**src/rtl/core/pdc_pkg.sv**
```systemverilog
// ----------------------------------------------------------------------------
// pdc_pkg
// Shared types and constants for the drive command parser with watchdog.
// ----------------------------------------------------------------------------
package pdc_pkg;

   // Command text and control characters.
   localparam logic [2:0] PREFIX_LEN = 3'd6;
   localparam logic [7:0] CHAR_D     = 8'h44;
   localparam logic [7:0] CHAR_R     = 8'h52;
   localparam logic [7:0] CHAR_I     = 8'h49;
   localparam logic [7:0] CHAR_V     = 8'h56;
   localparam logic [7:0] CHAR_E     = 8'h45;
   localparam logic [7:0] CHAR_COMMA = 8'h2C;
   localparam logic [7:0] CHAR_ZERO  = 8'h30;
   localparam logic [7:0] CHAR_ONE   = 8'h31;
   localparam logic [7:0] CHAR_CR    = 8'h0D;
   localparam logic [7:0] CHAR_LF    = 8'h0A;

   // Register indexes on the configuration port.
   localparam logic [2:0] CSR_TIMEOUT_TICKS  = 3'd0;
   localparam logic [2:0] CSR_PWM_PERIOD     = 3'd1;
   localparam logic [2:0] CSR_PWM_ON_COUNT   = 3'd2;
   localparam logic [2:0] CSR_LEFT_FWD_IN1   = 3'd3;
   localparam logic [2:0] CSR_RIGHT_FWD_IN1  = 3'd4;

   // Register reset values.
   localparam logic [15:0] TIMEOUT_RESET    = 16'd300;
   localparam logic [7:0]  PERIOD_RESET     = 8'd2;
   localparam logic [7:0]  ON_COUNT_RESET   = 8'd1;
   localparam logic [16:0] TICKS_RESET      = 17'd301;

   // Completed command from the matcher.
   typedef struct packed {
      logic load;
      logic request;
   } pdc_cmd_type;

   // Status of the phase reduction unit.
   typedef struct packed {
      logic       busy;
      logic       done;
      logic [7:0] rem;
   } pdc_mod_stat_type;

   // Motor pin levels, last field in the lowest bit.
   typedef struct packed {
      logic drive_active;
      logic right_in2;
      logic right_in1;
      logic left_in2;
      logic left_in1;
      logic right_pwm;
      logic left_pwm;
   } pdc_pins_type;

   // Expected character at each prefix position.
   function automatic logic [7:0] prefix_char(input logic [2:0] pos);
      logic [7:0] c;
      case (pos)
         3'd0:    c = CHAR_D;
         3'd1:    c = CHAR_R;
         3'd2:    c = CHAR_I;
         3'd3:    c = CHAR_V;
         3'd4:    c = CHAR_E;
         3'd5:    c = CHAR_COMMA;
         default: c = 8'h00;
      endcase
      return c;
   endfunction

endpackage

```
**src/rtl/core/pdc_cmd_match.sv**
```systemverilog
// ----------------------------------------------------------------------------
// pdc_cmd_match
// Byte matcher for the "DRIVE,<digit>[CR...]LF" command.
// ----------------------------------------------------------------------------
module pdc_cmd_match (
   input  logic                clock,
   input  logic                reset,
   input  logic                byte_fire,
   input  logic [7:0]          rx_byte,
   output pdc_pkg::pdc_cmd_type cmd
);
   import pdc_pkg::*;

   logic [2:0] pos_ff, pos_in;
   logic       seen_ff, seen_in;
   logic       digit_ff, digit_in;
   logic [2:0] restart_pos;

   // A mismatching 'D' already counts as the first prefix character.
   assign restart_pos = (rx_byte == CHAR_D) ? 3'd1 : 3'd0;

   // Next matcher state for the byte on the input.
   always_comb begin
      pos_in      = pos_ff;
      seen_in     = seen_ff;
      digit_in    = digit_ff;
      cmd.load    = 1'b0;
      cmd.request = digit_ff;
      if (pos_ff < PREFIX_LEN) begin
         if (rx_byte == prefix_char(pos_ff)) begin
            pos_in  = pos_ff + 3'd1;
            seen_in = 1'b0;
         end else begin
            pos_in  = restart_pos;
            seen_in = 1'b0;
         end
      end else if (!seen_ff) begin
         if (rx_byte == CHAR_ZERO || rx_byte == CHAR_ONE) begin
            digit_in = rx_byte[0];
            seen_in  = 1'b1;
         end else begin
            pos_in  = restart_pos;
            seen_in = 1'b0;
         end
      end else if (rx_byte != CHAR_CR) begin
         // Line feed completes the command; anything else just restarts.
         cmd.load = byte_fire && (rx_byte == CHAR_LF);
         pos_in   = restart_pos;
         seen_in  = 1'b0;
      end
   end

   // Matcher state registers.
   always_ff @(posedge clock) begin
      if (reset) begin
         pos_ff   <= 3'd0;
         seen_ff  <= 1'b0;
         digit_ff <= 1'b0;
      end else if (byte_fire) begin
         pos_ff   <= pos_in;
         seen_ff  <= seen_in;
         digit_ff <= digit_in;
      end
   end

endmodule

```
**src/rtl/core/pdc_phase_mod.sv**
```systemverilog
// ----------------------------------------------------------------------------
// pdc_phase_mod
// Restoring remainder unit: reduces the PWM phase modulo a new period,
// one dividend bit per cycle, eight bits in all.
// ----------------------------------------------------------------------------
module pdc_phase_mod (
   input  logic                      clock,
   input  logic                      reset,
   input  logic                      start,
   input  logic [7:0]                dividend,
   input  logic [7:0]                divisor,
   output pdc_pkg::pdc_mod_stat_type stat
);
   import pdc_pkg::*;

   logic [7:0] dividend_ff;
   logic [7:0] divisor_ff;
   logic [7:0] rem_ff, rem_in;
   logic [2:0] count_ff;
   logic       busy_ff;
   logic       done_ff;
   logic [8:0] rem_shift;
   logic [8:0] rem_sub;

   // One restoring step: shift in the next bit, subtract when it fits.
   always_comb begin
      rem_shift = {rem_ff, dividend_ff[7]};
      rem_sub   = rem_shift - {1'b0, divisor_ff};
      if (rem_shift >= {1'b0, divisor_ff}) begin
         rem_in = rem_sub[7:0];
      end else begin
         rem_in = rem_shift[7:0];
      end
   end

   // Control of the step sequence.
   always_ff @(posedge clock) begin
      if (reset) begin
         busy_ff  <= 1'b0;
         done_ff  <= 1'b0;
         count_ff <= 3'd0;
      end else if (start) begin
         busy_ff  <= 1'b1;
         done_ff  <= 1'b0;
         count_ff <= 3'd0;
      end else if (busy_ff) begin
         count_ff <= count_ff + 3'd1;
         if (count_ff == 3'd7) begin
            busy_ff <= 1'b0;
            done_ff <= 1'b1;
         end
      end else begin
         done_ff <= 1'b0;
      end
   end

   // Datapath registers.
   always_ff @(posedge clock) begin
      if (start) begin
         dividend_ff <= dividend;
         divisor_ff  <= divisor;
         rem_ff      <= 8'd0;
      end else if (busy_ff) begin
         dividend_ff <= {dividend_ff[6:0], 1'b0};
         rem_ff      <= rem_in;
      end
   end

   assign stat.busy = busy_ff;
   assign stat.done = done_ff;
   assign stat.rem  = rem_ff;

endmodule

```
**src/rtl/core/pdc_tick_ctrl.sv**
```systemverilog
// ----------------------------------------------------------------------------
// pdc_tick_ctrl
// Watchdog counter, drive request and PWM phase; forms the pin levels
// for every tick.
// ----------------------------------------------------------------------------
module pdc_tick_ctrl (
   input  logic                      clock,
   input  logic                      reset,
   input  logic                      tick_fire,
   input  pdc_pkg::pdc_cmd_type      cmd,
   input  pdc_pkg::pdc_mod_stat_type mod_stat,
   input  logic [15:0]               timeout_ticks,
   input  logic [7:0]                pwm_period,
   input  logic [7:0]                pwm_on_count,
   input  logic                      left_fwd_in1,
   input  logic                      right_fwd_in1,
   output logic [7:0]                phase,
   output pdc_pkg::pdc_pins_type     pins
);
   import pdc_pkg::*;

   logic [16:0] ticks_ff, ticks_in;
   logic        request_ff;
   logic [7:0]  phase_ff, phase_in;
   logic [8:0]  phase_inc;
   logic        active;
   logic        pwm;

   // Counter stops one past the timeout; phase wraps at the period.
   always_comb begin
      if (ticks_ff <= {1'b0, timeout_ticks}) begin
         ticks_in = ticks_ff + 17'd1;
      end else begin
         ticks_in = ticks_ff;
      end
      phase_inc = {1'b0, phase_ff} + 9'd1;
      if (pwm_period == 8'd0 || phase_inc == {1'b0, pwm_period}) begin
         phase_in = 8'd0;
      end else begin
         phase_in = phase_inc[7:0];
      end
   end

   // Pin levels after this tick's update.
   always_comb begin
      active = request_ff && (ticks_in <= {1'b0, timeout_ticks});
      pwm    = phase_in < pwm_on_count;
      pins.left_pwm     = active & pwm;
      pins.right_pwm    = active & pwm;
      pins.left_in1     = active & left_fwd_in1;
      pins.left_in2     = active & ~left_fwd_in1;
      pins.right_in1    = active & right_fwd_in1;
      pins.right_in2    = active & ~right_fwd_in1;
      pins.drive_active = active;
   end

   // Watchdog, request and phase registers.
   always_ff @(posedge clock) begin
      if (reset) begin
         ticks_ff   <= TICKS_RESET;
         request_ff <= 1'b0;
         phase_ff   <= 8'd0;
      end else begin
         if (cmd.load) begin
            request_ff <= cmd.request;
            ticks_ff   <= 17'd0;
         end else if (tick_fire) begin
            ticks_ff <= ticks_in;
         end
         if (mod_stat.done) begin
            phase_ff <= mod_stat.rem;
         end else if (tick_fire) begin
            phase_ff <= phase_in;
         end
      end
   end

   assign phase = phase_ff;

endmodule

```
**src/rtl/core/pdc_rsp_skid.sv**
```systemverilog
// ----------------------------------------------------------------------------
// pdc_rsp_skid
// Result register with a skid stage, so an item is taken while a result
// still waits downstream.
// ----------------------------------------------------------------------------
module pdc_rsp_skid (
   input  logic                  clock,
   input  logic                  reset,
   input  logic                  in_valid,
   input  pdc_pkg::pdc_pins_type in_data,
   output logic                  in_ready,
   output logic                  out_valid,
   output pdc_pkg::pdc_pins_type out_data,
   input  logic                  out_ready
);
   import pdc_pkg::*;

   logic         out_valid_ff;
   logic         skid_valid_ff;
   pdc_pins_type out_data_ff;
   pdc_pins_type skid_data_ff;

   assign in_ready = !skid_valid_ff;

   // Valid flags.
   always_ff @(posedge clock) begin
      if (reset) begin
         out_valid_ff  <= 1'b0;
         skid_valid_ff <= 1'b0;
      end else if (!out_valid_ff || out_ready) begin
         if (skid_valid_ff) begin
            out_valid_ff  <= 1'b1;
            skid_valid_ff <= 1'b0;
         end else begin
            out_valid_ff <= in_valid;
         end
      end else if (in_valid) begin
         skid_valid_ff <= 1'b1;
      end
   end

   // Payload registers.
   always_ff @(posedge clock) begin
      if (!out_valid_ff || out_ready) begin
         if (skid_valid_ff) begin
            out_data_ff <= skid_data_ff;
         end else begin
            out_data_ff <= in_data;
         end
      end else if (in_valid) begin
         skid_data_ff <= in_data;
      end
   end

   assign out_valid = out_valid_ff;
   assign out_data  = out_data_ff;

endmodule

```
**src/rtl/core/drive_command_parser_with_watchdog.sv**
```systemverilog
// ----------------------------------------------------------------------------
// drive_command_parser_with_watchdog
// Serial drive command parser with command watchdog and software PWM.
// ----------------------------------------------------------------------------
//  Channel   Direction  Handshake             Payload
//  req_      in         req_tvalid/tready     tdata: rx_byte; tuser: mode
//  rsp_      out        rsp_tvalid/tready     tdata: seven pin levels
//  csr_      in         csr_valid/ready       csr_index, csr_data
//
//  An item's state update and its pin levels are formed between the input and
//  the result register. A byte gives no result; a tick gives one result, held
//  in the result register or, while a result waits there, in its skid stage.
//  Writing a nonzero PWM period starts a phase reduction in the remainder
//  unit; req_tready is low while the reduction runs and in the following
//  cycle, in which the reduced phase is stored.
//  The result register and its skid stage keep req_tready high while one
//  result waits; a second waiting result stalls the input.
//  Synchronous reset restores all but the remainder and skid data registers.
// ----------------------------------------------------------------------------
module drive_command_parser_with_watchdog (
   input  logic        clock,
   input  logic        reset,
   // Input items.
   input  logic        req_tvalid,
   output logic        req_tready,
   input  logic [7:0]  req_tdata,   // [7:0] rx_byte
   input  logic        req_tuser,   // [0] mode (0 byte, 1 tick)
   // Result items.
   output logic        rsp_tvalid,
   input  logic        rsp_tready,
   output logic [7:0]  rsp_tdata,   // [0] left_pwm, [1] right_pwm, [2] left_in1,
                                    // [3] left_in2, [4] right_in1, [5] right_in2,
                                    // [6] drive_active, [7] zero
   // Configuration writes.
   input  logic        csr_valid,
   output logic        csr_ready,
   input  logic [2:0]  csr_index,
   input  logic [15:0] csr_data
);
   import pdc_pkg::*;

   logic [15:0]      timeout_ff;
   logic [7:0]       period_ff;
   logic [7:0]       on_count_ff;
   logic             left_fwd_ff;
   logic             right_fwd_ff;
   logic             csr_fire;
   logic             req_fire;
   logic             byte_fire;
   logic             tick_fire;
   logic             skid_ready;
   logic             mod_start;
   logic [7:0]       phase;
   pdc_cmd_type      cmd;
   pdc_mod_stat_type mod_stat;
   pdc_pins_type     pins;
   pdc_pins_type     rsp_pins;

   // Handshakes. The input also waits out the cycle that stores the reduced phase.
   assign csr_ready = 1'b1;
   assign csr_fire  = csr_valid && csr_ready;
   assign req_tready = skid_ready && !mod_stat.busy && !mod_stat.done;
   assign req_fire  = req_tvalid && req_tready;
   assign byte_fire = req_fire && !req_tuser;
   assign tick_fire = req_fire && req_tuser;

   // A new nonzero period reduces the stored phase into range.
   assign mod_start = csr_fire && (csr_index == CSR_PWM_PERIOD) && (csr_data[7:0] != 8'd0);

   // Configuration registers.
   always_ff @(posedge clock) begin
      if (reset) begin
         timeout_ff   <= TIMEOUT_RESET;
         period_ff    <= PERIOD_RESET;
         on_count_ff  <= ON_COUNT_RESET;
         left_fwd_ff  <= 1'b1;
         right_fwd_ff <= 1'b1;
      end else if (csr_fire) begin
         unique case (csr_index)
            CSR_TIMEOUT_TICKS: timeout_ff   <= csr_data;
            CSR_PWM_PERIOD:    period_ff    <= csr_data[7:0];
            CSR_PWM_ON_COUNT:  on_count_ff  <= csr_data[7:0];
            CSR_LEFT_FWD_IN1:  left_fwd_ff  <= csr_data[0];
            CSR_RIGHT_FWD_IN1: right_fwd_ff <= csr_data[0];
            default: ;
         endcase
      end
   end

   pdc_cmd_match u_match (
      .clock     (clock),
      .reset     (reset),
      .byte_fire (byte_fire),
      .rx_byte   (req_tdata),
      .cmd       (cmd)
   );

   pdc_phase_mod u_mod (
      .clock    (clock),
      .reset    (reset),
      .start    (mod_start),
      .dividend (phase),
      .divisor  (csr_data[7:0]),
      .stat     (mod_stat)
   );

   pdc_tick_ctrl u_tick (
      .clock         (clock),
      .reset         (reset),
      .tick_fire     (tick_fire),
      .cmd           (cmd),
      .mod_stat      (mod_stat),
      .timeout_ticks (timeout_ff),
      .pwm_period    (period_ff),
      .pwm_on_count  (on_count_ff),
      .left_fwd_in1  (left_fwd_ff),
      .right_fwd_in1 (right_fwd_ff),
      .phase         (phase),
      .pins          (pins)
   );

   pdc_rsp_skid u_skid (
      .clock     (clock),
      .reset     (reset),
      .in_valid  (tick_fire),
      .in_data   (pins),
      .in_ready  (skid_ready),
      .out_valid (rsp_tvalid),
      .out_data  (rsp_pins),
      .out_ready (rsp_tready)
   );

   assign rsp_tdata = {1'b0, rsp_pins};

   // While the phase is being reduced no item may enter.
   a_busy_stalls : assert property (@(posedge clock) disable iff (reset)
      mod_stat.busy |-> !req_tready)
      else $error("item accepted during phase reduction");

   // A nonzero period write holds off the input in the next cycle.
   a_period_write_stalls : assert property (@(posedge clock) disable iff (reset)
      mod_start |=> !req_tready)
      else $error("input not stalled after period write");

   // A stopped result drives every pin low.
   a_stopped_pins_low : assert property (@(posedge clock) disable iff (reset)
      (rsp_tvalid && !rsp_tdata[6]) |-> (rsp_tdata[5:0] == 6'd0))
      else $error("pins driven while drive is inactive");

endmodule
```
**config.mk**
```make
export PLATFORM = sky130hd
export DESIGN_NAME = drive_command_parser_with_watchdog
export DESIGN_NICKNAME = d
export VERILOG_FILES = /design/src/rtl/core/pdc_pkg.sv /design/src/rtl/core/pdc_cmd_match.sv /design/src/rtl/core/pdc_phase_mod.sv /design/src/rtl/core/pdc_tick_ctrl.sv /design/src/rtl/core/pdc_rsp_skid.sv /design/src/rtl/core/drive_command_parser_with_watchdog.sv
export SDC_FILE = /design/constraint.sdc
export NUM_CORES = 1
export LEC_CHECK = 0
export BUFFER_PORTS_ARGS = -buffer_cell sky130_fd_sc_hd__clkbuf_2
export CORE_MARGIN = 2
export CORE_UTILIZATION = 35
export CTS_CLUSTER_DIAMETER = 200
export DETAILED_ROUTE_END_ITERATION = 16
export PLACE_DENSITY = 0.53
export SLEW_MARGIN = 20
export SYNTH_ARGS = -nofsm -noshare
export SYNTH_HDL_FRONTEND = slang
export SYNTH_SLANG_ARGS = --single-unit
```
**constraint.sdc**
```tcl
create_clock -name clock -period 3.7 [get_ports clock]
set_clock_uncertainty 0.15 [all_clocks]
set_input_delay 0.185 -clock clock [delete_from_list [all_inputs] [get_ports clock]]
set_output_delay 0.185 -clock clock [all_outputs]
set_load 0.01 [all_outputs]
```
Word-level counts from Yosys, hierarchy flattened
Cells that the tools add are included.

storage, ports and cells
  register bits after elaboration = 109
  input bits = 33
  logic and storage cells = 138

operators by class
  add/sub/neg operators = 5
  $lt $le $gt $ge = 5
  eq/ne operators = 19
  muxes and demuxes = 29
  bitwise gates (word level) = 11
  reduce and logical (&&, ||, !) cells = 36

operators with widths
  kind                   count
  $mux 8                 7
  $pmux 7 s6             1
  $le 17x16->1           2
  $mux 9                 2
  $add 17x1->17 const B  1
  $mux 17                1
  $eq 8x6->1 const B     2
  $mux 3                 5
  $eq 3x2->1 const B     4
  $eq 3x3->1 const B     4
  $mux 1                 12
  $reduce_and 2->1       6
  $add 8x1->9 const B    1
  $eq 9x8->1             1
  $ge 9x8->1             1
  $logic_and 1x1->1      9
  $eq 8x4->1 const B     1
  $eq 8x7->1 const B     1
  $eq 8x8->1             1
  $logic_not 8->1        1
  $lt 8x8->1             1
  $ne 8x4->1 const B     1
  $reduce_bool 8->1      1
  $sub 8x8->8            1
  16 further kinds       38

Longest topological paths before layout
Gate-level depths: netlist of the first run.

  depth in word-level cells = 10
  depth in mapped cells = 19
  mapped depth without buffers = 17

Cells and area by module
A second synthesis of the first run with hierarchy kept.

second synthesis, totals
  cell total of the unflattened synthesis = 774
  area total of the unflattened synthesis = 7,267.0 µm²

modules (own cells, without submodules)
  module                              times used  cells an instance  area each (µm²)
  pdc_tick_ctrl                       1           385                3,016.6
  drive_command_parser_with_watchdog  1           150                1,526.5
  pdc_phase_mod                       1           136                1,522.7
  pdc_rsp_skid                        1           31                 608.1
  pdc_cmd_match                       1           72                 593.1

Least setup slack after synthesis of the first run
No wires, ideal clock.

  path kind = register to register
  start = register timeout_ff[7]
  end = register u_skid.out_data_ff, in the netlist u_skid.out_data[6] (data pin)
  data arrival time = 3.430 ns
  required time = 3.280 ns
  path slack = -0.150 ns
  cell stages (with the launch flop) = 18
  buffers on the path = 2
  cells stage by stage = dfxtp_1 -> inv_1 -> ha_1 -> and4_4 -> a221o_1 -> nor3b_4 -> o211ai_2 -> clkbuf_1 -> nor2_1 -> xor2_1 -> ha_1 -> nand4_1 -> o21bai_1 -> a211oi_1 -> o21ai_0 -> o311ai_1 -> buf_2 -> o21ai_0

on the way
  longest elaborated chain between the ends = 5

ends and longest elaborated chain
  element                       RTL line                                  text
  start, declared               drive_command_parser_with_watchdog.sv:42  logic [15:0] timeout_ff;
  start signal, assigned        drive_command_parser_with_watchdog.sv:80  CSR_TIMEOUT_TICKS: timeout_ff <= csr_data;
  $le 17x16->1                  pdc_tick_ctrl.sv:31                       if (ticks_ff <= {1'b0, timeout_ticks}) begin
  $mux 17                       pdc_tick_ctrl.sv:31
  named net u_tick.ticks_in[7]  pdc_tick_ctrl.sv:22                       logic [16:0] ticks_ff, ticks_in;
  $le 17x16->1                  pdc_tick_ctrl.sv:46                       active = request_ff && (ticks_in <= {1'b0, timeout_ticks});
  $logic_and 1x1->1             pdc_tick_ctrl.sv:46
  $mux 7                        pdc_rsp_skid.sv:45                        if (skid_valid_ff) begin
  end signal, assigned          pdc_rsp_skid.sv:46                        out_data_ff <= skid_data_ff;
  end signal, assigned          pdc_rsp_skid.sv:48                        out_data_ff <= in_data;
  end, declared                 pdc_rsp_skid.sv:20                        pdc_pins_type out_data_ff;

The timed path passes the listed nets, and every way through them passes these cells.
A chain may end at the register's enable or synchronous reset.

Worst setup path after layout of the first run
  start = register timeout_ff[7]
  end = register u_skid.out_data_ff, in the netlist u_skid.out_data[0] (data pin)

on the way
  longest elaborated chain between the ends = 6

ends and longest elaborated chain
  element              RTL line             text
  $le 17x16->1         pdc_tick_ctrl.sv:31
  $mux 17              pdc_tick_ctrl.sv:31
  $le 17x16->1 *       pdc_tick_ctrl.sv:46
  $logic_and 1x1->1 *  pdc_tick_ctrl.sv:46
  $and 1x1->1 *        pdc_tick_ctrl.sv:48  pins.left_pwm = active & pwm;
  $mux 7 *             pdc_rsp_skid.sv:45

Mark *: on every way between the ends. The rest lies on a longest branch, timed or not.

==> out/qor.csv, run 1 <==
metric,value,unit
worstPathArrival,3.97,ns
crit_required,3.73,ns
track_usage,0.181,
drt_iter0_markers,277,
violations,setup timing,
ys_ff_latch,108,
worst_slew_pin_slew,0.828,ns
ys_types,66,
fin_crit_sh,1.07,
synth_top_area_share,0.244,
grt_overflow,0,
syn-num-nets,862,
worst-path-max-fanout,4,
clkTransAtPathRegs,0.07,ns
grt_pass1_vias,5540,
postRouteAntennaNets,0,
hp-start,csr_data[0],
cts_tree,built,
powerDensity,377,nW/um2
die_x,141,um
setup_slack,-0.247,ns
multi_input_area,4220,um2
synthesis.area,6570,um2
area_delta_synth_final,30.2,%
drt_pass1_iterations,4,
hold_viol_final,0,
ys_warn_count,0,
cap_violations,0,
grt_pass1_wl,28600,um
placed_cells,1074,
outcome,"finished, violations left",
stdcell_count,1129,
whs_path_depth,1,
slowest_delay,0.36,ns
clkLatencyLatePin,0.36,ns
internal_power,2.28,mW
rr_worst_depth,18,
numCtsBuffers,9,
drive_gt1_frac,0.256,
path_cells,inv_2 -> ha_4 -> and4_4 -> a221o_1 -> nor3b_4 -> buf_4 -> o211ai_1 -> xnor2_1 -> ha_1 -> buf_4 -> nand2_1 -> nor2_1 -> a211oi_2 -> a211oi_2 -> o21ai_2 -> o311ai_4 -> buf_4 -> o41ai_2,
final_util,0.461,
clock-root-buffer,clkbuf_16,
peakVddDrop,246,uV
hp-class,primary input to flop,
dieArea,19900,um2
crit_path_end_kind,flop,
nNetsFinal,980,
fill_cells,1807,
routed_via_density,5.14,
hpwlAfterDp,12700,um
htreeDepth,3,
seqPwrFrac,0.416,
slew_violations,0,
p_switching,950,uW
synth_most_common_cell,nand2_1,
yosys-top-cells-area,"dfxtp_1 (24%), edfxtp_1 (13%), ha_1 (11%), nand2_1 (6.5%), a21oi_1 (4.9%)",
port_buffers,41,
synth_top_area_cell,dfxtp_1,
start_kind,flop,
pwr-share-clk,0.336,
switching_share,0.294,
ys_top_cells_by_count,"nand2_1 (114), dfxtp_1 (80), nor2_1 (67), a21oi_1 (64), ha_1 (56)",
async_reset_ff_frac,0,
core_area,18600,um2
worst_slew_margin_rel,0.448,
combPwrFrac,0.248,
die_h,141,um
place_congestion,0.892,
clock_sinks,108,
cpMostUsedCell,buf_4,
routed_wl,17800,um
drc,0,
rsz0062_at_grt,true,
critPathKind,flop to flop,
seqCellArea,2460,um2
antenna_cells,0,
io-pin-count,44,
p_leak,3.50,nW
critPathSlowestCell,a221o_1,
wire_per_inst,15.8,um
ys.flop_type,dfxtp_1,
regToRegSetupSlack,-0.25,ns
clockBufferDepth,2,
yosysSeqAreaShare,0.372,
setup_violations,12,
grt_antenna_before_repair,0,
worstReg2RegEnd,u_skid.out_data[0],
syn_area_per_cell,8.51,um2
start_util,0.354,
row_count,50,
syn_inst,772,
grt_max_degree,44,
timing.rr.start,timeout_ff[7],
fmax,0.253,GHz
min_period,3.95,ns
num_vias,5805,
synth_edf_count,28,
hold_end,u_mod.divisor_ff[0],
[cell families after synthesis]
family | count (synthesis) | synth area share
xor+xnor | 35 | 0.0508
mux | 21 | 0.0339
flops | 108 | 0.372
fa+ha+maj | 57 | 0.110
simple gates | 305 | 0.223
buf+inv | 85 | 0.0514
other cells | 2 | 0.00114
compound gates | 159 | 0.158
[power by group through the flow]
stage                     clock [mW]  sequential [mW]  combinational (mW)
after floorplan                    0             1.34               0.468
after detailed placement           0             1.37               0.696
after global routing            1.17             1.35               0.878
final                           1.08             1.34               0.801
after CTS                       1.13             1.34               0.772
after global placement             0             1.37               0.698
[routing by layer]
layer	track usage	part of all wire	up-vias	wire, um
li1	-	-	2982	-
met1	0.241	0.48	2721	8550
met2	0.304	0.48	86	8540
met3	0.0350	0.027	16	490
met4	0.0479	0.014	0	243
met5	0	0	-	0
[registers in the layout, summed over array words and instances (netlist names), 3 cells and up]
register and cells:
u_skid.out_data 6, u_match.pos_ff 3, u_mod.dividend_ff 8, u_tick.phase 8
u_mod.count_ff 3, u_mod.rem_ff 8, period_ff 8, u_mod.divisor_ff 8
u_skid.skid_data_ff 6, u_tick.ticks_ff 17, on_count_ff 8, timeout_ff 16
[how the worst max path moves through the flow]
| stage | depth (start not counted) | from | endpoint | slack [ns] |
|---|---|---|---|---|
| 2_1_floorplan | 18 | timeout_ff[7] | u_skid.out_data[3] | 0.01 |
| 3_3_place_gp | 19 | timeout_ff[11] | u_skid.out_data[5] | -0.20 |
| 3_5_place_dp | 19 | timeout_ff[15] | u_skid.out_data[4] | -0.32 |
| 4_1_cts | 17 | timeout_ff[5] | u_skid.out_data[3] | -0.15 |
| 5_1_grt | 19 | timeout_ff[15] | u_skid.out_data[0] | -0.44 |
| 6_report | 18 | timeout_ff[7] | u_skid.out_data[0] | -0.25 |
[stage by stage]
step           hold WS (ns)  power, mW  setup slack, ns  setup TNS, ns  instance area (um2)
2_1_floorplan         0.134       1.81          0.00963              0                 6610
3_3_place_gp          0.263       2.06           -0.202          -1.85                 7430
3_5_place_dp          0.267       2.06           -0.319          -3.17                 7430
4_1_cts              0.0349       3.24           -0.153         -0.895                 8280
5_1_grt              0.0352       3.40           -0.435          -4.04                 8560
6_report             0.0465       3.23           -0.247          -2.04                 8560
[placed cells by master, fill, tap and decap left out, drive strengths merged, types with 5 or more instances in the layout]
cell type / n
mux2i: 11
dfxtp: 80
and3: 7
a21oi: 64
xnor2: 17
mux2: 10
nand3: 20
xor2: 16
or4: 9
nor3: 16
clkbuf: 54
nor4: 13
buf: 77
nand2b: 6
or3: 5
nor2: 67
o21ai: 16
and2: 5
o211ai: 10
a211oi: 11
o31ai: 11
nand2: 114
nor2b: 12
ha: 56
a21o: 6
dlygate4sd3: 23
inv: 52
o21a: 6
edfxtp: 28
nand4: 13
[cell type report]
| class | count | share of cell area |
|---|---|---|
| multi-input cells | 579 | 0.493 |
| flip-flops and latches | 108 | 0.288 |
| repair buffers | 142 | 0.125 |
| well taps | 234 | 0.0342 |
| clock buffers | 12 | 0.0288 |
| inverters | 50 | 0.0219 |
| clock inverters | 4 | 0.00906 |
[critical path: cells and delay by family (launching register included)]
family          cells  cell delay (ns)
buf+inv             4             0.55
flops               1             0.33
compound gates      7             1.40
fa+ha+maj           2             0.52
xor+xnor            1             0.16
simple gates        4             0.64
[timing repair]
item,in CTS,in global routing
setup endpoints to repair,12,12
cloned,1,1
resized for setup,51,43
endpoints found under the hold margin,31,0
pin swaps,27,30
hold buffers,23,0
setup buffers,6,9
No activity file was read; power rests on OpenSTA's default activity.
==> run 2, diff against run 1 <==
CTS_BUF_LIST = sky130_fd_sc_hd__clkbuf_8 sky130_fd_sc_hd__clkbuf_16   (was default)
==> out/qor.csv, run 2 (synthesized netlist as in run 1, its figures left out) <==
metric,value,unit,change
start_util,0.354,,unchanged
pwr-share-clk,0.335,,about the same
place_congestion,0.892,,unchanged
grt_antenna_before_repair,0,,unchanged
wl_met2,8530,um,about the same
internal_power,2.27,mW,-0.24%
clock_sinks,108,,unchanged
combPwrFrac,0.249,,about the same
grt_pass1_vias,5540,,unchanged
clkLatencyLatePin,0.36,ns,about the same
largest_reg_flops,17,,unchanged
grt_pass1_wl,28600,um,unchanged
drt_pass1_iterations,4,,unchanged
io-pin-count,44,,unchanged
setup_slack,-0.247,ns,+0.0000270 ns
grt_overflow,0,,unchanged
core_area,18600,um2,unchanged
largestRegisters,"u_tick.ticks_ff x17, timeout_ff x16",,
htreeDepth,3,,unchanged
dieArea,19900,um2,unchanged
layout_commonest_cell,nand2_1,,
switching_share,0.295,,+0.000732
violations,setup timing,,
final.setup.tns,-2.04,ns,-0.00246 ns
die_x,141,um,unchanged
num_vias,5811,,+0.10%
start_kind,flop,,
slew_violations,0,,unchanged
crit_required,3.73,ns,about the same
drive_gt1_frac,0.256,,unchanged
antenna_cells,0,,unchanged
critPathKind,flop to flop,,
track_usage,0.181,,unchanged
powerDensity,377,nW/um2,-0.14%
worst_slew_margin_rel,0.451,,+0.00257
worst-path-max-fanout,4,,unchanged
drc,0,,unchanged
rsz0062_at_grt,true,,
postRouteAntennaNets,0,,unchanged
place_ws,-0.319,ns,unchanged
crit_path_end_kind,flop,,
final_cell_mix,"nand2_1 (114), buf_4 (71), dfxtp_1 (62)",,
outcome,"finished, violations left",,
clkTransAtPathRegs,0.07,ns,about the same
hp-class,primary input to flop,,
min_period,3.95,ns,-0.0000270 ns
clockBufferDepth,2,,unchanged
wl_met1,8540,um,-0.15%
grt_max_degree,44,,unchanged
setup_violations,12,,unchanged
port_buffers,41,,unchanged
seqCellArea,2460,um2,unchanged
regMostFlops,u_tick.ticks_ff,,
hpwlAfterDp,12700,um,unchanged
fill_cells,1807,,unchanged
fin_crit_sh,1.07,,about the same
top_layer,met4,,
placed_cells,1074,,unchanged
seqPwrFrac,0.416,,about the same
die_h,141,um,unchanged
area_delta_synth_final,30.2,%,unchanged
routed_via_density,5.15,,+0.10%
clock-root-buffer,clkbuf_16,,
peakVddDrop,246,uV,about the same
worst_slew_pin_slew,0.824,ns,-0.00386 ns
row_count,50,,unchanged
nNetsFinal,980,,unchanged
p_switching,951,uW,+0.11%
drt_iter0_markers,270,,-2.5%
numCtsBuffers,9,,unchanged
cap_violations,0,,unchanged
routed_wl,17800,um,about the same
hold_viol_final,0,,unchanged
stdcell_count,1129,,unchanged
multi_input_area,4220,um2,unchanged
p_leak,3.51,nW,+0.24%
routed-wl-met3,502,um,+2.4%
fmax,0.253,GHz,about the same
cts_tree,built,,
wire_per_inst,15.8,um,about the same
worstPathArrival,3.98,ns,about the same
==> run 2: changes by cell type in the layout (fill, tap and decap cells not counted) <==
cell | previous run | this run
clkbuf_1 | 2 | 0
inv_1 | 41 | 43
==> run 2: worst max-delay path: stages (launching register included) <==
cell and delay (ns):
dfxtp_2 0.33, inv_2 0.05, ha_4 0.22, and4_4 0.19, a221o_1 0.36, nor3b_4 0.35, buf_4 0.18, o211ai_1 0.14
xnor2_1 0.16, ha_1 0.30, buf_4 0.15, nand2_1 0.05, nor2_1 0.05, a211oi_2 0.20, a211oi_2 0.11, o21ai_2 0.18
o311ai_4 0.16, buf_4 0.17, o41ai_2 0.25
==> run 2: power groups by stage <==
| stage | Clock (mW) | Sequential (mW) | Combinational, mW |
|---|---|---|---|
| 2_1_floorplan | 0 | 1.34 | 0.468 |
| 3_3_place_gp | 0 | 1.37 | 0.698 |
| 3_5_place_dp | 0 | 1.37 | 0.696 |
| 4_1_cts | 1.12 | 1.34 | 0.772 |
| 5_1_grt | 1.16 | 1.35 | 0.878 |
| 6_report | 1.08 | 1.34 | 0.802 |
==> run 2: metal layers <==
layer | GRT usage | vias up
met4 | 0.0479 | 0
met3 | 0.0350 | 16
met5 | 0 | -
li1 | - | 2982
met2 | 0.304 | 90
met1 | 0.241 | 2723
==> run 2: final timing paths <==
path                    start             endpoint  slack, ns  cells past startpoint
min               csr_data[0]  u_mod.divisor_ff[0]       0.05                      1
max             timeout_ff[7]   u_skid.out_data[0]      -0.25                     18
min reg2reg  u_match.digit_ff     u_match.digit_ff       0.31                      2
max reg2reg     timeout_ff[7]   u_skid.out_data[0]      -0.25                     18
==> run 2: stage by stage <==
step	hold WS, ns	area, um2	power [mW]	utilization
finish	0.0466	8560	3.22	0.461
CTS	0.0349	8280	3.23	0.446
detailed placement	0.267	7430	2.06	0.400
global placement	0.263	7430	2.06	0.400
floorplan	0.134	6610	1.81	-
global route	0.0352	8560	3.39	0.461
==> run 2: layout make-up <==
cell class	instances	share of cell area
clock inverters	6	0.00994
repair buffers	142	0.125
clock buffers	10	0.0279
well taps	234	0.0342
multi-input cells	579	0.493
flip-flops and latches	108	0.288
inverters	50	0.0219
==> run 2: timing repair <==
action / 4_1_cts / 5_1_grt
endpoints found under the setup margin: 12 / 12
gates resized for setup: 51 / 43
pin swaps: 27 / 30
buffers inserted: 6 / 9
hold buffers: 23 / 0
hold endpoints to repair: 31 / 0
cloned: 1 / 1
==> run 3, diff against run 2 <==
ABC_AREA = 1   (was default)
==> out/qor.csv, run 3 <==
metric,value,unit,change
outcome,"finished, final reports clean",,
hp-class,primary input to flop,,
setup_violations,0,,-12
hpwlAfterDp,13100,um,+3.1%
syn_inst,865,,+12%
postRouteAntennaNets,0,,unchanged
fill_cells,1895,,+4.9%
wire_per_inst,14.5,um,-8.1%
ys_types,48,,-27%
start_kind,flop,,
hold_viol_final,0,,unchanged
synth_edf_count,28,,unchanged
grt_max_degree,39,,-11%
numCtsBuffers,9,,unchanged
critPathBufInv,4,,unchanged
drc,0,,unchanged
fin_hold_ws,0.00378,ns,-0.0428 ns
worst_slew_pin_slew,0.847,ns,+0.0233 ns
critPathSlowestCell,dfxtp_2,,
grt_antenna_before_repair,0,,unchanged
routed_via_density,4.88,,-5.3%
rsz0062_at_grt,true,,
ys_ff_latch,108,,unchanged
cpMostUsedCell,nand2_1,,
io-pin-count,44,,unchanged
clock-root-buffer,clkbuf_16,,
peakVddDrop,230,uV,-6.5%
crit_required,3.67,ns,-0.06 ns
worst-path-max-fanout,8,,+4
pwr-share-clk,0.280,,-0.055
final_cell_mix,"nand2_1 (185), inv_1 (110), dfxtp_1 (70)",,
ys_warn_count,0,,unchanged
place_congestion,0.847,,-5.0%
place_ws,-0.230,ns,+0.0897 ns
yosysSeqAreaShare,0.373,,+0.00171
synth_top_area_cell,dfxtp_1,,
ys.flop_type,dfxtp_1,,
ys_top_cells_by_count,"nand2_1 (199), inv_1 (120), dfxtp_1 (80), o21ai_0 (62), a21oi_1 (60)",,
nNetsFinal,1057,,+7.9%
crit_family,simple AND/OR/NAND/NOR gates,,
power,3.44,mW,+6.7%
clkLatencyLatePin,0.36,ns,about the same
synth_most_common_cell,nand2_1,,
synthesis.area,6540,um2,-0.46%
drt_iter0_markers,250,,-7.4%
powerDensity,415,nW/um2,+10%
drt_pass1_iterations,4,,unchanged
layout_commonest_cell,nand2_1,,
regMostFlops,u_tick.ticks_ff,,
p_leak,3.62,nW,+3.4%
largestRegisters,"u_tick.ticks_ff x17, timeout_ff x16",,
async_reset_ff_frac,0,,unchanged
dieArea,19800,um2,-0.45%
largest_reg_flops,17,,unchanged
critPathKind,flop to flop,,
min_period,3.56,ns,-0.392 ns
grt_overflow,0,,unchanged
num_vias,5881,,+1.2%
grt_pass1_wl,28000,um,-2.3%
slew_violations,0,,unchanged
fin_crit_sh,0.961,,-0.106
clock_sinks,108,,unchanged
synth_top_area_share,0.245,,+0.00112
grt_pass1_vias,5653,,+2.0%
die_h,141,um,-0.22%
core_area,18500,um2,-0.34%
row_count,50,,unchanged
start_util,0.353,,-0.000427
fmax,0.281,GHz,+11%
combPwrFrac,0.323,,+0.074
p_switching,1.21,mW,+27%
syn_area_per_cell,7.56,um2,-11%
worstPathArrival,3.52,ns,-0.46 ns
cts_tree,built,,
setup_slack,0.145,ns,+0.392 ns
htreeDepth,3,,unchanged
yosys-top-cells-area,"dfxtp_1 (24%), edfxtp_1 (13%), nand2_1 (11%), ha_1 (11%), inv_1 (6.9%)",,
drive_gt1_frac,0.245,,-0.0110
syn-num-nets,955,,+11%
die_x,141,um,-0.22%
slowest_delay,0.33,ns,-0.03 ns
crit_path_end_kind,flop,,
internal_power,2.23,mW,-1.7%
clkTransAtPathRegs,0.08,ns,about the same
antenna_cells,0,,unchanged
track_usage,0.178,,-0.00387
area_delta_synth_final,26.5,%,
switching_share,0.351,,+0.0555
cap_violations,0,,unchanged
worst_slew_margin_rel,0.433,,-0.0176
port_buffers,41,,unchanged
seqPwrFrac,0.398,,-0.018
routed_wl,17500,um,-1.9%
clockBufferDepth,2,,unchanged
[run 3: cell count changes after synthesis, sizes merged, moves of 10 or more]
| cell | delta |
|---|---|
| clkbuf | -13 |
| inv | +73 |
| mux2 | -10 |
| mux2i | -11 |
| nand2 | +95 |
| nand3 | +18 |
| nor2b | -12 |
| o21ai | +52 |
| o31ai | -10 |
| xnor2 | -10 |
[run 3: layout make-up]
type                    instances  area (um2)  share of cell area
multi-input cells             607        3950               0.477
flip-flops and latches        108        2450               0.297
repair buffers                117         827              0.0999
inverters                     124         468              0.0565
well taps                     234         293              0.0354
clock buffers                   9         225              0.0272
clock inverters                 7        62.6             0.00756
[run 3: power by group through the flow]
stage	clock network, mW	logic, mW	registers, mW
after floorplan	0	0.656	1.37
after global placement	0	0.938	1.39
after detailed placement	0	0.942	1.39
after CTS	0.985	0.977	1.36
after global routing	1.04	1.25	1.38
final	0.962	1.11	1.37
[run 3: metrics by stage]
step / util / cells / setup TNS, ns / cell area, um2
global placement: 0.395 / 1168 / -1.94 / 7310
floorplan: - / 865 / 0 / 6540
detailed placement: 0.395 / 1168 / -1.97 / 7310
finish: 0.447 / 1206 / 0 / 8280
global route: 0.447 / 1206 / -0.535 / 8280
CTS: 0.422 / 1200 / 0 / 7820
[run 3: worst register-to-register path, delay by kind of cell (launching register included)]
family	cells	cell delay (ns)
flip-flops	1	0.33
buffers and inverters	4	0.37
AND/OR/NAND/NOR	21	1.75
adder cells (fa/ha/maj)	2	0.54
XOR/XNOR	1	0.19
[run 3: path summary, 6_finish.rpt]
| path | startpoint | to | slack [ns] | cells past startpoint |
|---|---|---|---|---|
| worst max-delay path | timeout_ff[2] | u_skid.skid_data_ff[1] | 0.14 | 28 |
| worst min-delay path | csr_index[2] | right_fwd_ff | 0.004 | 4 |
| worst max register to register | timeout_ff[2] | u_skid.skid_data_ff[1] | 0.14 | 28 |
| worst min register to register | on_count_ff[6] | on_count_ff[6] | 0.31 | 2 |
[run 3: kinds of logic after synthesis]
family,count (synthesis),synth area share
simple gates,356,0.248
xor+xnor,24,0.0321
fa+ha+maj,57,0.110
buf+inv,150,0.0918
compound gates,168,0.144
other cells,2,0.00115
flops,108,0.373
[run 3: what timing repair did]
action | in CTS | in global routing
buffers inserted | 0 | 6
gates resized for setup | 15 | 89
endpoints found under the setup margin | 12 | 12
endpoints found under the hold margin | 16 | 0
hold buffers | 16 | 0
pin swaps | 8 | 35
[run 3: metal layers]
metal	track usage	routed length (um)
met4	0.0521	246
met5	0	0
met1	0.232	8310
met2	0.303	8400
met3	0.0299	536
